## src/hw/rtl/damaged_nonlocal_weight_top_assert.svh

```systemverilog
// Assertion macros for the damaged nonlocal weight block.
// Included by the modules that carry concurrent assertions.
`ifndef DAMAGED_NONLOCAL_WEIGHT_TOP_ASSERT_SVH
`define DAMAGED_NONLOCAL_WEIGHT_TOP_ASSERT_SVH

// Same-cycle implication, disabled while reset is active.
`define DNW_ASSERT_IMPLY(label, clk, rstn, ante, cons) \
    label: assert property (@(posedge clk) disable iff (!(rstn)) (ante) |-> (cons)) \
        else $error("assertion failed: label");

// Next-cycle implication, disabled while reset is active.
`define DNW_ASSERT_NEXT(label, clk, rstn, ante, cons) \
    label: assert property (@(posedge clk) disable iff (!(rstn)) (ante) |=> (cons)) \
        else $error("assertion failed: label");

`endif

```

## src/hw/rtl/dnw_pkg.sv

```systemverilog
// Shared types and constants of the damaged nonlocal weight block.
// No dependencies.
package dnw_pkg;

    localparam int FRAC_BITS_DEF      = 16;
    localparam int EXPONENT_LIMIT_DEF = 4095;

    localparam int MUL_W = 33;
    localparam int PROD_W = 2 * MUL_W;
    localparam int DIV_W = 57;

    localparam logic [33:0] SQ_THRESH = 34'd1117120993;
    localparam logic [14:0] MILLI_Q24 = 15'd16777;

    // Configuration register indexes.
    localparam logic CFG_INITIAL_RADIUS   = 1'b0;
    localparam logic CFG_RADIUS_TOLERANCE = 1'b1;

    // Request to the fraction divider.
    typedef struct packed {
        logic             start;
        logic [DIV_W-1:0] num;
        logic [DIV_W-1:0] den;
    } div_req_t;

endpackage

```

## src/hw/rtl/dnw_mul.sv

```systemverilog
// Shared unsigned multiplier with a registered product.
// Depends on dnw_pkg.
module dnw_mul (
    input  logic                       aclk,
    input  logic [dnw_pkg::MUL_W-1:0]  op_a,
    input  logic [dnw_pkg::MUL_W-1:0]  op_b,
    output logic [dnw_pkg::PROD_W-1:0] prod
);
    import dnw_pkg::*;

    logic [PROD_W-1:0] prod_reg;

    // One product per cycle, available on the following cycle.
    always_ff @(posedge aclk) begin
        prod_reg <= PROD_W'(op_a) * PROD_W'(op_b);
    end

    assign prod = prod_reg;

endmodule

```

## src/hw/rtl/dnw_div.sv

```systemverilog
// Restoring fraction divider: floor(2^32 * num / den), one bit per cycle.
// Depends on dnw_pkg.
module dnw_div (
    input  logic              aclk,
    input  logic              aresetn,
    input  dnw_pkg::div_req_t req,
    output logic              done,
    output logic [31:0]       quo
);
    import dnw_pkg::*;

    logic [DIV_W-1:0] rem_reg;
    logic [DIV_W-1:0] den_reg;
    logic [31:0]      quo_reg;
    logic [4:0]       cnt_reg;
    logic             busy_reg;
    logic             done_reg;
    logic [DIV_W-1:0] rem_sh;

    assign rem_sh = {rem_reg[DIV_W-2:0], 1'b0};

    // Control: a run lasts 32 steps and ends with a one-cycle done.
    always_ff @(posedge aclk) begin
        if (!aresetn) begin
            busy_reg <= 1'b0;
            done_reg <= 1'b0;
            cnt_reg  <= '0;
        end else begin
            done_reg <= 1'b0;
            if (req.start) begin
                busy_reg <= 1'b1;
                cnt_reg  <= '0;
            end else if (busy_reg) begin
                cnt_reg <= cnt_reg + 5'd1;
                if (cnt_reg == 5'd31) begin
                    busy_reg <= 1'b0;
                    done_reg <= 1'b1;
                end
            end
        end
    end

    // Datapath: one shift, compare and subtract per step.
    always_ff @(posedge aclk) begin
        if (req.start) begin
            rem_reg <= req.num;
            den_reg <= req.den;
            quo_reg <= '0;
        end else if (busy_reg) begin
            if (rem_sh >= den_reg) begin
                rem_reg <= rem_sh - den_reg;
                quo_reg <= {quo_reg[30:0], 1'b1};
            end else begin
                rem_reg <= rem_sh;
                quo_reg <= {quo_reg[30:0], 1'b0};
            end
        end
    end

    assign done = done_reg;
    assign quo  = quo_reg;

endmodule

```

## src/hw/rtl/damaged_nonlocal_weight_top.sv

```systemverilog
// The sequencer forms the radius products, then n exponent search steps and b weight power
// steps on the shared multiplier, with the ratio and base divisions. A fallback radius adds the
// MLO and MSUM steps; with no power needed the base division and weight steps are skipped; a
// zero radius goes straight to the output. One item at a time: s_tready stays low until the
// result is taken into the output register. Reset (aresetn low, synchronous) idles the sequencer,
// clears the output valid and loads initial_radius = 65536 (1.0 at FRAC_BITS = 16) and radius_tolerance = 1 LSB.
module damaged_nonlocal_weight_top #(
    parameter int FRAC_BITS      = dnw_pkg::FRAC_BITS_DEF,
    parameter int EXPONENT_LIMIT = dnw_pkg::EXPONENT_LIMIT_DEF
) (
    input  logic        aclk,
    input  logic        aresetn,
    input  logic        cfg_we,
    input  logic        cfg_addr,
    input  logic [31:0] cfg_wdata,
    input  logic        s_tvalid,
    output logic        s_tready,
    input  logic [47:0] s_tdata,   // distance[23:0], damage[40:24], zero pad
    output logic        m_tvalid,
    input  logic        m_tready,
    output logic [23:0] m_tdata    // weight[16:0], zero pad
);
    import dnw_pkg::*;

    localparam int DW = (FRAC_BITS + 1 > 17) ? FRAC_BITS + 1 : 17;
    localparam logic [DW-1:0] ONE_D = DW'(1) << FRAC_BITS;
    localparam logic [16:0] LIMIT = 17'(EXPONENT_LIMIT);
    localparam logic [33:0] ROUND_ADD = 34'(1) << (31 - FRAC_BITS);

    localparam logic [4:0] ST_IDLE = 5'd0,  ST_MR2 = 5'd1,  ST_MRT = 5'd2,
                           ST_MRT2 = 5'd3, ST_TOL = 5'd4,  ST_MLO = 5'd5,
                           ST_MSUM = 5'd6, ST_DIVQ = 5'd7, ST_WQ = 5'd8,
                           ST_PM = 5'd9,   ST_PC = 5'd10,  ST_B = 5'd11,
                           ST_R = 5'd12,   ST_WA = 5'd13,  ST_WM = 5'd14,
                           ST_WC = 5'd15,  ST_DONE = 5'd16;

    logic [4:0]  state_reg;
    logic [23:0] rad_reg;
    logic [31:0] tol_reg;
    logic [23:0] r_reg;
    logic [DW-1:0] d_reg;
    logic [47:0] r2big_reg;
    logic [47:0] rt2_reg;
    logic [38:0] tmp_reg;
    logic [32:0] y_reg;
    logic [32:0] p_reg;
    logic [15:0] n_reg;
    logic [16:0] b_reg;
    logic [16:0] k_reg;
    logic [31:0] a_reg;
    logic [32:0] w_reg;
    logic [16:0] wout_reg;
    logic        out_valid_reg;
    logic [16:0] weight_reg;

    logic [MUL_W-1:0]  mul_a;
    logic [MUL_W-1:0]  mul_b;
    logic [PROD_W-1:0] prod;
    div_req_t          div_req;
    logic              div_done;
    logic [31:0]       div_quo;

    logic [DW-1:0] d_in;
    logic [23:0]   rt;
    logic [47:0]   rt2_now;
    logic [33:0]   prod_hi;
    logic [16:0]   b_calc;
    logic [33:0]   w_round;

    dnw_mul u_mul (.aclk(aclk), .op_a(mul_a), .op_b(mul_b), .prod(prod));
    dnw_div u_div (.aclk(aclk), .aresetn(aresetn), .req(div_req), .done(div_done),
                   .quo(div_quo));

    // Input damage, saturated to one.
    always_comb begin
        d_in = DW'(s_tdata[40:24]);
        if (d_in > ONE_D) begin
            d_in = ONE_D;
        end
    end

    assign rt      = 24'(prod >> FRAC_BITS);
    assign rt2_now = prod[47:0];
    assign prod_hi = prod[65:32];
    assign b_calc  = (17'(n_reg) + 17'(n_reg[0]) > LIMIT) ? LIMIT
                     : 17'(n_reg) + 17'(n_reg[0]);
    assign w_round = 34'(w_reg) + ROUND_ADD;

    // Multiplier operand selection by sequencer step.
    always_comb begin
        mul_a = '0;
        mul_b = '0;
        case (state_reg)
            ST_MR2: begin
                mul_a = MUL_W'(rad_reg);
                mul_b = MUL_W'(rad_reg);
            end
            ST_MRT: begin
                mul_a = MUL_W'(rad_reg);
                mul_b = MUL_W'(ONE_D - d_reg);
            end
            ST_MRT2: begin
                mul_a = MUL_W'(rt);
                mul_b = MUL_W'(rt);
            end
            ST_TOL: begin
                mul_a = MUL_W'(r2big_reg[47:24]);
                mul_b = MUL_W'(MILLI_Q24);
            end
            ST_MLO: begin
                mul_a = MUL_W'(r2big_reg[23:0]);
                mul_b = MUL_W'(MILLI_Q24);
            end
            ST_PM: begin
                mul_a = p_reg;
                mul_b = y_reg;
            end
            ST_B: begin
                mul_a = MUL_W'(r_reg);
                mul_b = MUL_W'(r_reg);
            end
            ST_WM: begin
                mul_a = w_reg;
                mul_b = MUL_W'(a_reg);
            end
            default: begin
                mul_a = '0;
                mul_b = '0;
            end
        endcase
    end

    // Divider requests: ratio term and distance base.
    always_comb begin
        div_req.start = 1'b0;
        div_req.num   = '0;
        div_req.den   = '0;
        if (state_reg == ST_DIVQ) begin
            div_req.start = 1'b1;
            div_req.num   = (DIV_W'(rt2_reg) << 5) + (DIV_W'(rt2_reg) << 4)
                            + DIV_W'(rt2_reg);
            div_req.den   = (DIV_W'(r2big_reg) << 6) + (DIV_W'(r2big_reg) << 5)
                            + (DIV_W'(r2big_reg) << 2);
        end else if (state_reg == ST_R && prod[47:0] < r2big_reg && prod[47:0] != 48'd0
                     && b_reg != 17'd0) begin
            div_req.start = 1'b1;
            div_req.num   = DIV_W'(r2big_reg - prod[47:0]);
            div_req.den   = DIV_W'(r2big_reg);
        end
    end

    // Configuration registers.
    always_ff @(posedge aclk) begin
        if (!aresetn) begin
            rad_reg <= 24'(65536);
            tol_reg <= 32'd1;
        end else if (cfg_we) begin
            case (cfg_addr)
                CFG_INITIAL_RADIUS:   rad_reg <= cfg_wdata[23:0];
                CFG_RADIUS_TOLERANCE: tol_reg <= cfg_wdata;
                default:              rad_reg <= rad_reg;
            endcase
        end
    end

    // Sequencer control.
    always_ff @(posedge aclk) begin
        if (!aresetn) begin
            state_reg     <= ST_IDLE;
            out_valid_reg <= 1'b0;
        end else begin
            // The held item leaves on its handshake; the final step sets valid on its own.
            if (out_valid_reg && m_tready && state_reg != ST_DONE) begin
                out_valid_reg <= 1'b0;
            end
            case (state_reg)
                ST_IDLE: begin
                    if (s_tvalid) begin
                        state_reg <= (rad_reg == 24'd0) ? ST_DONE : ST_MR2;
                    end
                end
                ST_MR2:  state_reg <= ST_MRT;
                ST_MRT:  state_reg <= ST_MRT2;
                ST_MRT2: state_reg <= ST_TOL;
                ST_TOL:  state_reg <= (rt2_now < 48'(tol_reg)) ? ST_MLO : ST_DIVQ;
                ST_MLO:  state_reg <= ST_MSUM;
                ST_MSUM: state_reg <= ST_DIVQ;
                ST_DIVQ: state_reg <= ST_WQ;
                ST_WQ: begin
                    if (div_done) begin
                        state_reg <= (div_quo == 32'd0) ? ST_B : ST_PM;
                    end
                end
                ST_PM:   state_reg <= (17'(n_reg) < LIMIT) ? ST_PC : ST_B;
                ST_PC:   state_reg <= (prod_hi < SQ_THRESH) ? ST_B : ST_PM;
                ST_B:    state_reg <= ST_R;
                ST_R:    state_reg <= div_req.start ? ST_WA : ST_DONE;
                ST_WA: begin
                    if (div_done) begin
                        state_reg <= ST_WM;
                    end
                end
                ST_WM: begin
                    state_reg <= (k_reg < b_reg && w_reg != 33'd0) ? ST_WC : ST_DONE;
                end
                ST_WC:   state_reg <= ST_WM;
                ST_DONE: begin
                    if (!out_valid_reg || m_tready) begin
                        out_valid_reg <= 1'b1;
                        state_reg     <= ST_IDLE;
                    end
                end
                default: state_reg <= ST_IDLE;
            endcase
        end
    end

    // Sequencer datapath.
    always_ff @(posedge aclk) begin
        case (state_reg)
            ST_IDLE: begin
                r_reg    <= s_tdata[23:0];
                d_reg    <= d_in;
                wout_reg <= '0;
            end
            ST_MRT:  r2big_reg <= prod[47:0];
            ST_TOL:  rt2_reg   <= rt2_now;
            ST_MLO:  tmp_reg   <= prod[38:0];
            ST_MSUM: rt2_reg   <= 48'(tmp_reg) + 48'(prod[47:24]);
            ST_WQ: begin
                y_reg <= (33'(1) << 32) - 33'(div_quo);
                p_reg <= 33'(1) << 32;
                n_reg <= (div_quo == 32'd0) ? 16'(EXPONENT_LIMIT) : 16'd0;
            end
            ST_PC: begin
                if (prod_hi >= SQ_THRESH) begin
                    p_reg <= 33'(prod_hi);
                    n_reg <= n_reg + 16'd1;
                end
            end
            ST_B:    b_reg <= b_calc;
            ST_R: begin
                if (b_reg == 17'd0 || prod[47:0] == 48'd0) begin
                    wout_reg <= 17'(DW'(1) << FRAC_BITS);
                end else begin
                    wout_reg <= '0;
                end
            end
            ST_WA: begin
                a_reg <= div_quo;
                w_reg <= 33'(1) << 32;
                k_reg <= '0;
            end
            ST_WM: begin
                if (!(k_reg < b_reg && w_reg != 33'd0)) begin
                    wout_reg <= 17'(w_round >> (32 - FRAC_BITS));
                end
            end
            ST_WC: begin
                w_reg <= 33'(prod_hi);
                k_reg <= k_reg + 17'd1;
            end
            ST_DONE: begin
                if (!out_valid_reg || m_tready) begin
                    weight_reg <= wout_reg;
                end
            end
            default: begin
                r_reg <= r_reg;
            end
        endcase
    end

    assign s_tready = (state_reg == ST_IDLE);
    assign m_tvalid = out_valid_reg;
    assign m_tdata  = {7'd0, weight_reg};

    `include "damaged_nonlocal_weight_top_assert.svh"

    `DNW_ASSERT_NEXT(a_accept_leaves_idle, aclk, aresetn, s_tvalid && s_tready, state_reg != ST_IDLE)
    `DNW_ASSERT_IMPLY(a_pc_after_pm, aclk, aresetn, state_reg == ST_PC, $past(state_reg) == ST_PM)
    `DNW_ASSERT_IMPLY(a_n_bounded, aclk, aresetn, state_reg == ST_B, 17'(n_reg) <= LIMIT)
    `DNW_ASSERT_IMPLY(a_k_bounded, aclk, aresetn, state_reg == ST_WM, k_reg <= b_reg)

endmodule
```

## config.mk

```make
export PLATFORM = sky130hd
export DESIGN_NAME = damaged_nonlocal_weight_top
export DESIGN_NICKNAME = d
export VERILOG_FILES = /design/src/hw/rtl/dnw_pkg.sv /design/src/hw/rtl/dnw_mul.sv /design/src/hw/rtl/dnw_div.sv /design/src/hw/rtl/damaged_nonlocal_weight_top.sv
export VERILOG_INCLUDE_DIRS = /design/src /design/src/hw/rtl
export SDC_FILE = /design/constraint.sdc
export NUM_CORES = 2
export LEC_CHECK = 0
export BUFFER_PORTS_ARGS = -buffer_cell sky130_fd_sc_hd__clkbuf_2
export CAP_MARGIN = 40
export CORE_MARGIN = 5
export CORE_UTILIZATION = 57
export DETAILED_ROUTE_END_ITERATION = 10
export PLACE_DENSITY = 0.75
export REMOVE_ABC_BUFFERS = 1
export SYNTH_ARGS = -nofsm -noshare
export SYNTH_HDL_FRONTEND = slang
export SYNTH_HIERARCHICAL = 1
export SYNTH_SLANG_ARGS = --single-unit
```

## constraint.sdc

```tcl
create_clock -name aclk -period 9.7 [get_ports aclk]
set_clock_uncertainty 0.2 [all_clocks]
set_input_delay 0.97 -clock aclk [delete_from_list [all_inputs] [get_ports aclk]]
set_output_delay 0.97 -clock aclk [all_outputs]
set_load 0.01 [all_outputs]
```

==> flow_metrics.env <==
export IMPL_worstMarginPinSlew_ns=0.964
export IMPL_avgSynthCellArea_um2=9.35
export IMPL_layout_commonest_cell="inv_1"
export IMPL_post_synth_top_area_cell="fa_1"
export IMPL_rsz0062_at_grt="yes"
export IMPL_insertion_delay_ns=0.71
export IMPL_cts_path_max_buffers=3
export IMPL_max_cap_violations=0
export IMPL_gp_congestion=1.03
export IMPL_cp_end_kind="flip-flop"
export IMPL_power_switching_mw=3.41
export IMPL_crit_top_cell="fa_1"
export IMPL_cts_hold_buf=0
export IMPL_fin_ws_ns=-0.378
export IMPL_reg2reg_from="d_reg[6]"
export IMPL_finalSetupViolations=22
export IMPL_yosysWarnings=6
export IMPL_cp_startpoint="d_reg[6]"
export IMPL_fmax_ghz=0.0992
export IMPL_violations="negative setup slack"
export IMPL_cp_data_arrival_time_ns=10.42
export IMPL_via_per_inst=6.06
export IMPL_first_iter_violations=5927
export IMPL_synth_edf_count=504
export IMPL_slowest_stage="fa_1"
export IMPL_mostFrequentLayoutCells="inv_1, nand2_1, fa_1, and2_1, ha_1"
export IMPL_path_class="reg -> reg"
export IMPL_tritoncts="yes"
export IMPL_switching_share=0.355
export IMPL_period_share=1.04
export IMPL_hpwl_mm=198
export IMPL_final_max_slew_viol_count=0
export IMPL_max_stage_delay_ns=0.57
export IMPL_dieWidth_um=383
export IMPL_hold_violations=0
export IMPL_wirelength_mm=250
export IMPL_track_usage=0.337
export IMPL_maxSlewHeadroom=0.351
export IMPL_r2r_setup_slack_ns=-0.38
export IMPL_synth_cells=8474
export IMPL_dr_total_vias=64100
export IMPL_required_ns=10.04
export IMPL_critPathLaunchType="flip-flop"
export IMPL_worstHoldStart="wout_reg[10]"
export IMPL_gr_usage_met3=0.0645
export IMPL_grt_pass1_wl_mm=381
export IMPL_p_leak_nw=40.7
export IMPL_synthFlopType="edfxtp_1"
export IMPL_p_clk_frac=0.331
export IMPL_core_area_um2=138000
export IMPL_synth_seq_area_share=0.233
export IMPL_cts_sinks=671
export IMPL_grt_util_met1=0.443
export IMPL_place_port_buffers=97
export IMPL_largest_register_ffs=66
export IMPL_crit_end="u_mul/prod[54]"
export IMPL_synthTopCellsByArea="fa_1, edfxtp_1, ha_1"
export IMPL_clockRootBuffer="clkbuf_16"
export IMPL_hold_path_class="reg -> reg"
export IMPL_peakVddDrop_v=0.000140
export IMPL_synth_cell_types=110
export IMPL_wl_per_cell_um=23.7
export IMPL_path_clk_slew_ns=0.06
export IMPL_synth_top_area_frac=0.265
export IMPL_timing_rr_end="u_mul/prod[54]"
export IMPL_start_util=0.575
export IMPL_drc=0
export IMPL_grt_util_met2=0.546
export IMPL_grt_overflow_total=0
export IMPL_p_per_area_nw_per_um2=108
export IMPL_grt_pass1_vias=65400
export IMPL_antenna_found_initial=12
export IMPL_cts_buffers=77
export IMPL_dr_pass1_iters=6
export IMPL_ys_seq_elements=671
export IMPL_layout_min_cycle_time_ns=10.08
export IMPL_drive_gt1_frac=0.107
export IMPL_grt_max_degree=75
export IMPL_syn_area_um2=79300
export IMPL_dieArea_um2=147000
export IMPL_busiest_layer="met2"
export IMPL_power_frac_seq=0.354
export IMPL_dieHeight_um=383
export IMPL_rows=136
export IMPL_p_comb_frac=0.315
export IMPL_boundaryPins=112
export IMPL_placed_area_um2=84500
export IMPL_fin_nets=10400
export IMPL_status="finished with violations"
export IMPL_ant_nets=0
export IMPL_pre_cts_ws_ns=-0.582
export IMPL_r2r_cells=31
export IMPL_async_reset_ff_frac=0
export IMPL_intPower_mw=6.19
export IMPL_fin_area_um2=88500
export IMPL_cp_max_fo=20
export IMPL_syn_to_final_growth_pct=11.7
export IMPL_htree_levels=3
-- worst min-delay path by stage --
stage                                 to  cells past startpoint
final                     weight_reg[10]                      0
after global routing            r_reg[1]                      1
after CTS                       r_reg[1]                      1
after detailed placement   weight_reg[2]                      0
after global placement     weight_reg[0]                      0
after floorplan            weight_reg[0]                      0
-- per-layer routing --
| layer | wire length [µm] | up-vias |
|---|---|---|
| met1 | 96600 | 31900 |
| met3 | 23900 | 732 |
| met4 | 14500 | 2 |
| met5 | 11 | - |
| met2 | 115000 | 3189 |
| li1 | - | 28200 |
-- worst max-delay path, delay by kind of cell, from the launching register on --
family | cells | cell delay, ns
adder cells (fa/ha/maj) | 9 | 4.51
flip-flops | 1 | 0.38
buffers and inverters | 6 | 0.52
XOR/XNOR | 1 | 0.17
AND/OR/NAND/NOR | 5 | 1.62
AO/OA/AOI/OAI | 10 | 2.49
-- Yosys cell counts (78+ instances only) --
| master | number |
|---|---|
| xor2_1 | 177 |
| inv_1 | 1309 |
| a21o_1 | 163 |
| edfxtp_1 | 504 |
| fa_1 | 1050 |
| nand3_1 | 100 |
| nand2_1 | 1059 |
| xnor2_1 | 183 |
| a22oi_1 | 79 |
| nor3_1 | 78 |
| dfxtp_1 | 167 |
| nor2_1 | 323 |
| and2_1 | 635 |
| o21ai_0 | 269 |
| a21oi_1 | 324 |
| clkbuf_1 | 379 |
| ha_1 | 553 |
| nand4_1 | 94 |
-- cell type report --
class                      count  area, µm²
inverter                    1310       4920
multi-input combinational   6086      55200
fill                       11000      49300
tap                         1794       2240
clock buffer                  92       2080
sequential                   671      18500
timing repair buffer         566       4950
clock inverter                52        689
antenna                        2       5.00
-- logic make-up (layout without fill, tap and decap cells) --
group | after synthesis | after routing | synth area share
buffers and inverters | 1730 | 2020 | 0.0832
adder cells (fa/ha/maj) | 1603 | 1603 | 0.352
flip-flops | 671 | 671 | 0.233
XOR/XNOR | 360 | 360 | 0.0398
multiplexers | 41 | 41 | 0.00519
other | 1 | 16 | 0.0000473
AND/OR/NAND/NOR | 2656 | 2656 | 0.166
AO/OA/AOI/OAI | 1412 | 1412 | 0.121
-- power groups by stage --
stage	clock (mW)	sequential [mW]	combinational, mW
after CTS	3.20	3.39	2.90
final	3.18	3.39	3.02
after global placement	0	3.44	2.78
after floorplan	0	3.38	1.72
after global routing	3.32	3.39	3.25
after detailed placement	0	3.44	2.84
-- metrics by stage --
step                      instances  utilization  total power, mW  setup TNS (ns)  hold WS, ns
after floorplan                8067            -             5.10         -146.85        0.200
after global placement        10400        0.612             6.22           -6.67        0.205
after detailed placement      10400        0.613             6.28           -7.74        0.205
after CTS                     10600        0.638             9.49           -1.32        0.222
after global routing          10600        0.642             9.97          -10.28        0.236
final                         10600        0.642             9.59           -3.95        0.222
-- what timing repair did --
action	in CTS	in global routing
setup endpoints to repair	27	34
gates cloned	0	4
buffers inserted	23	16
pin swaps	71	49
gates resized for setup	115	85
(Power assumes the default switching activity.)
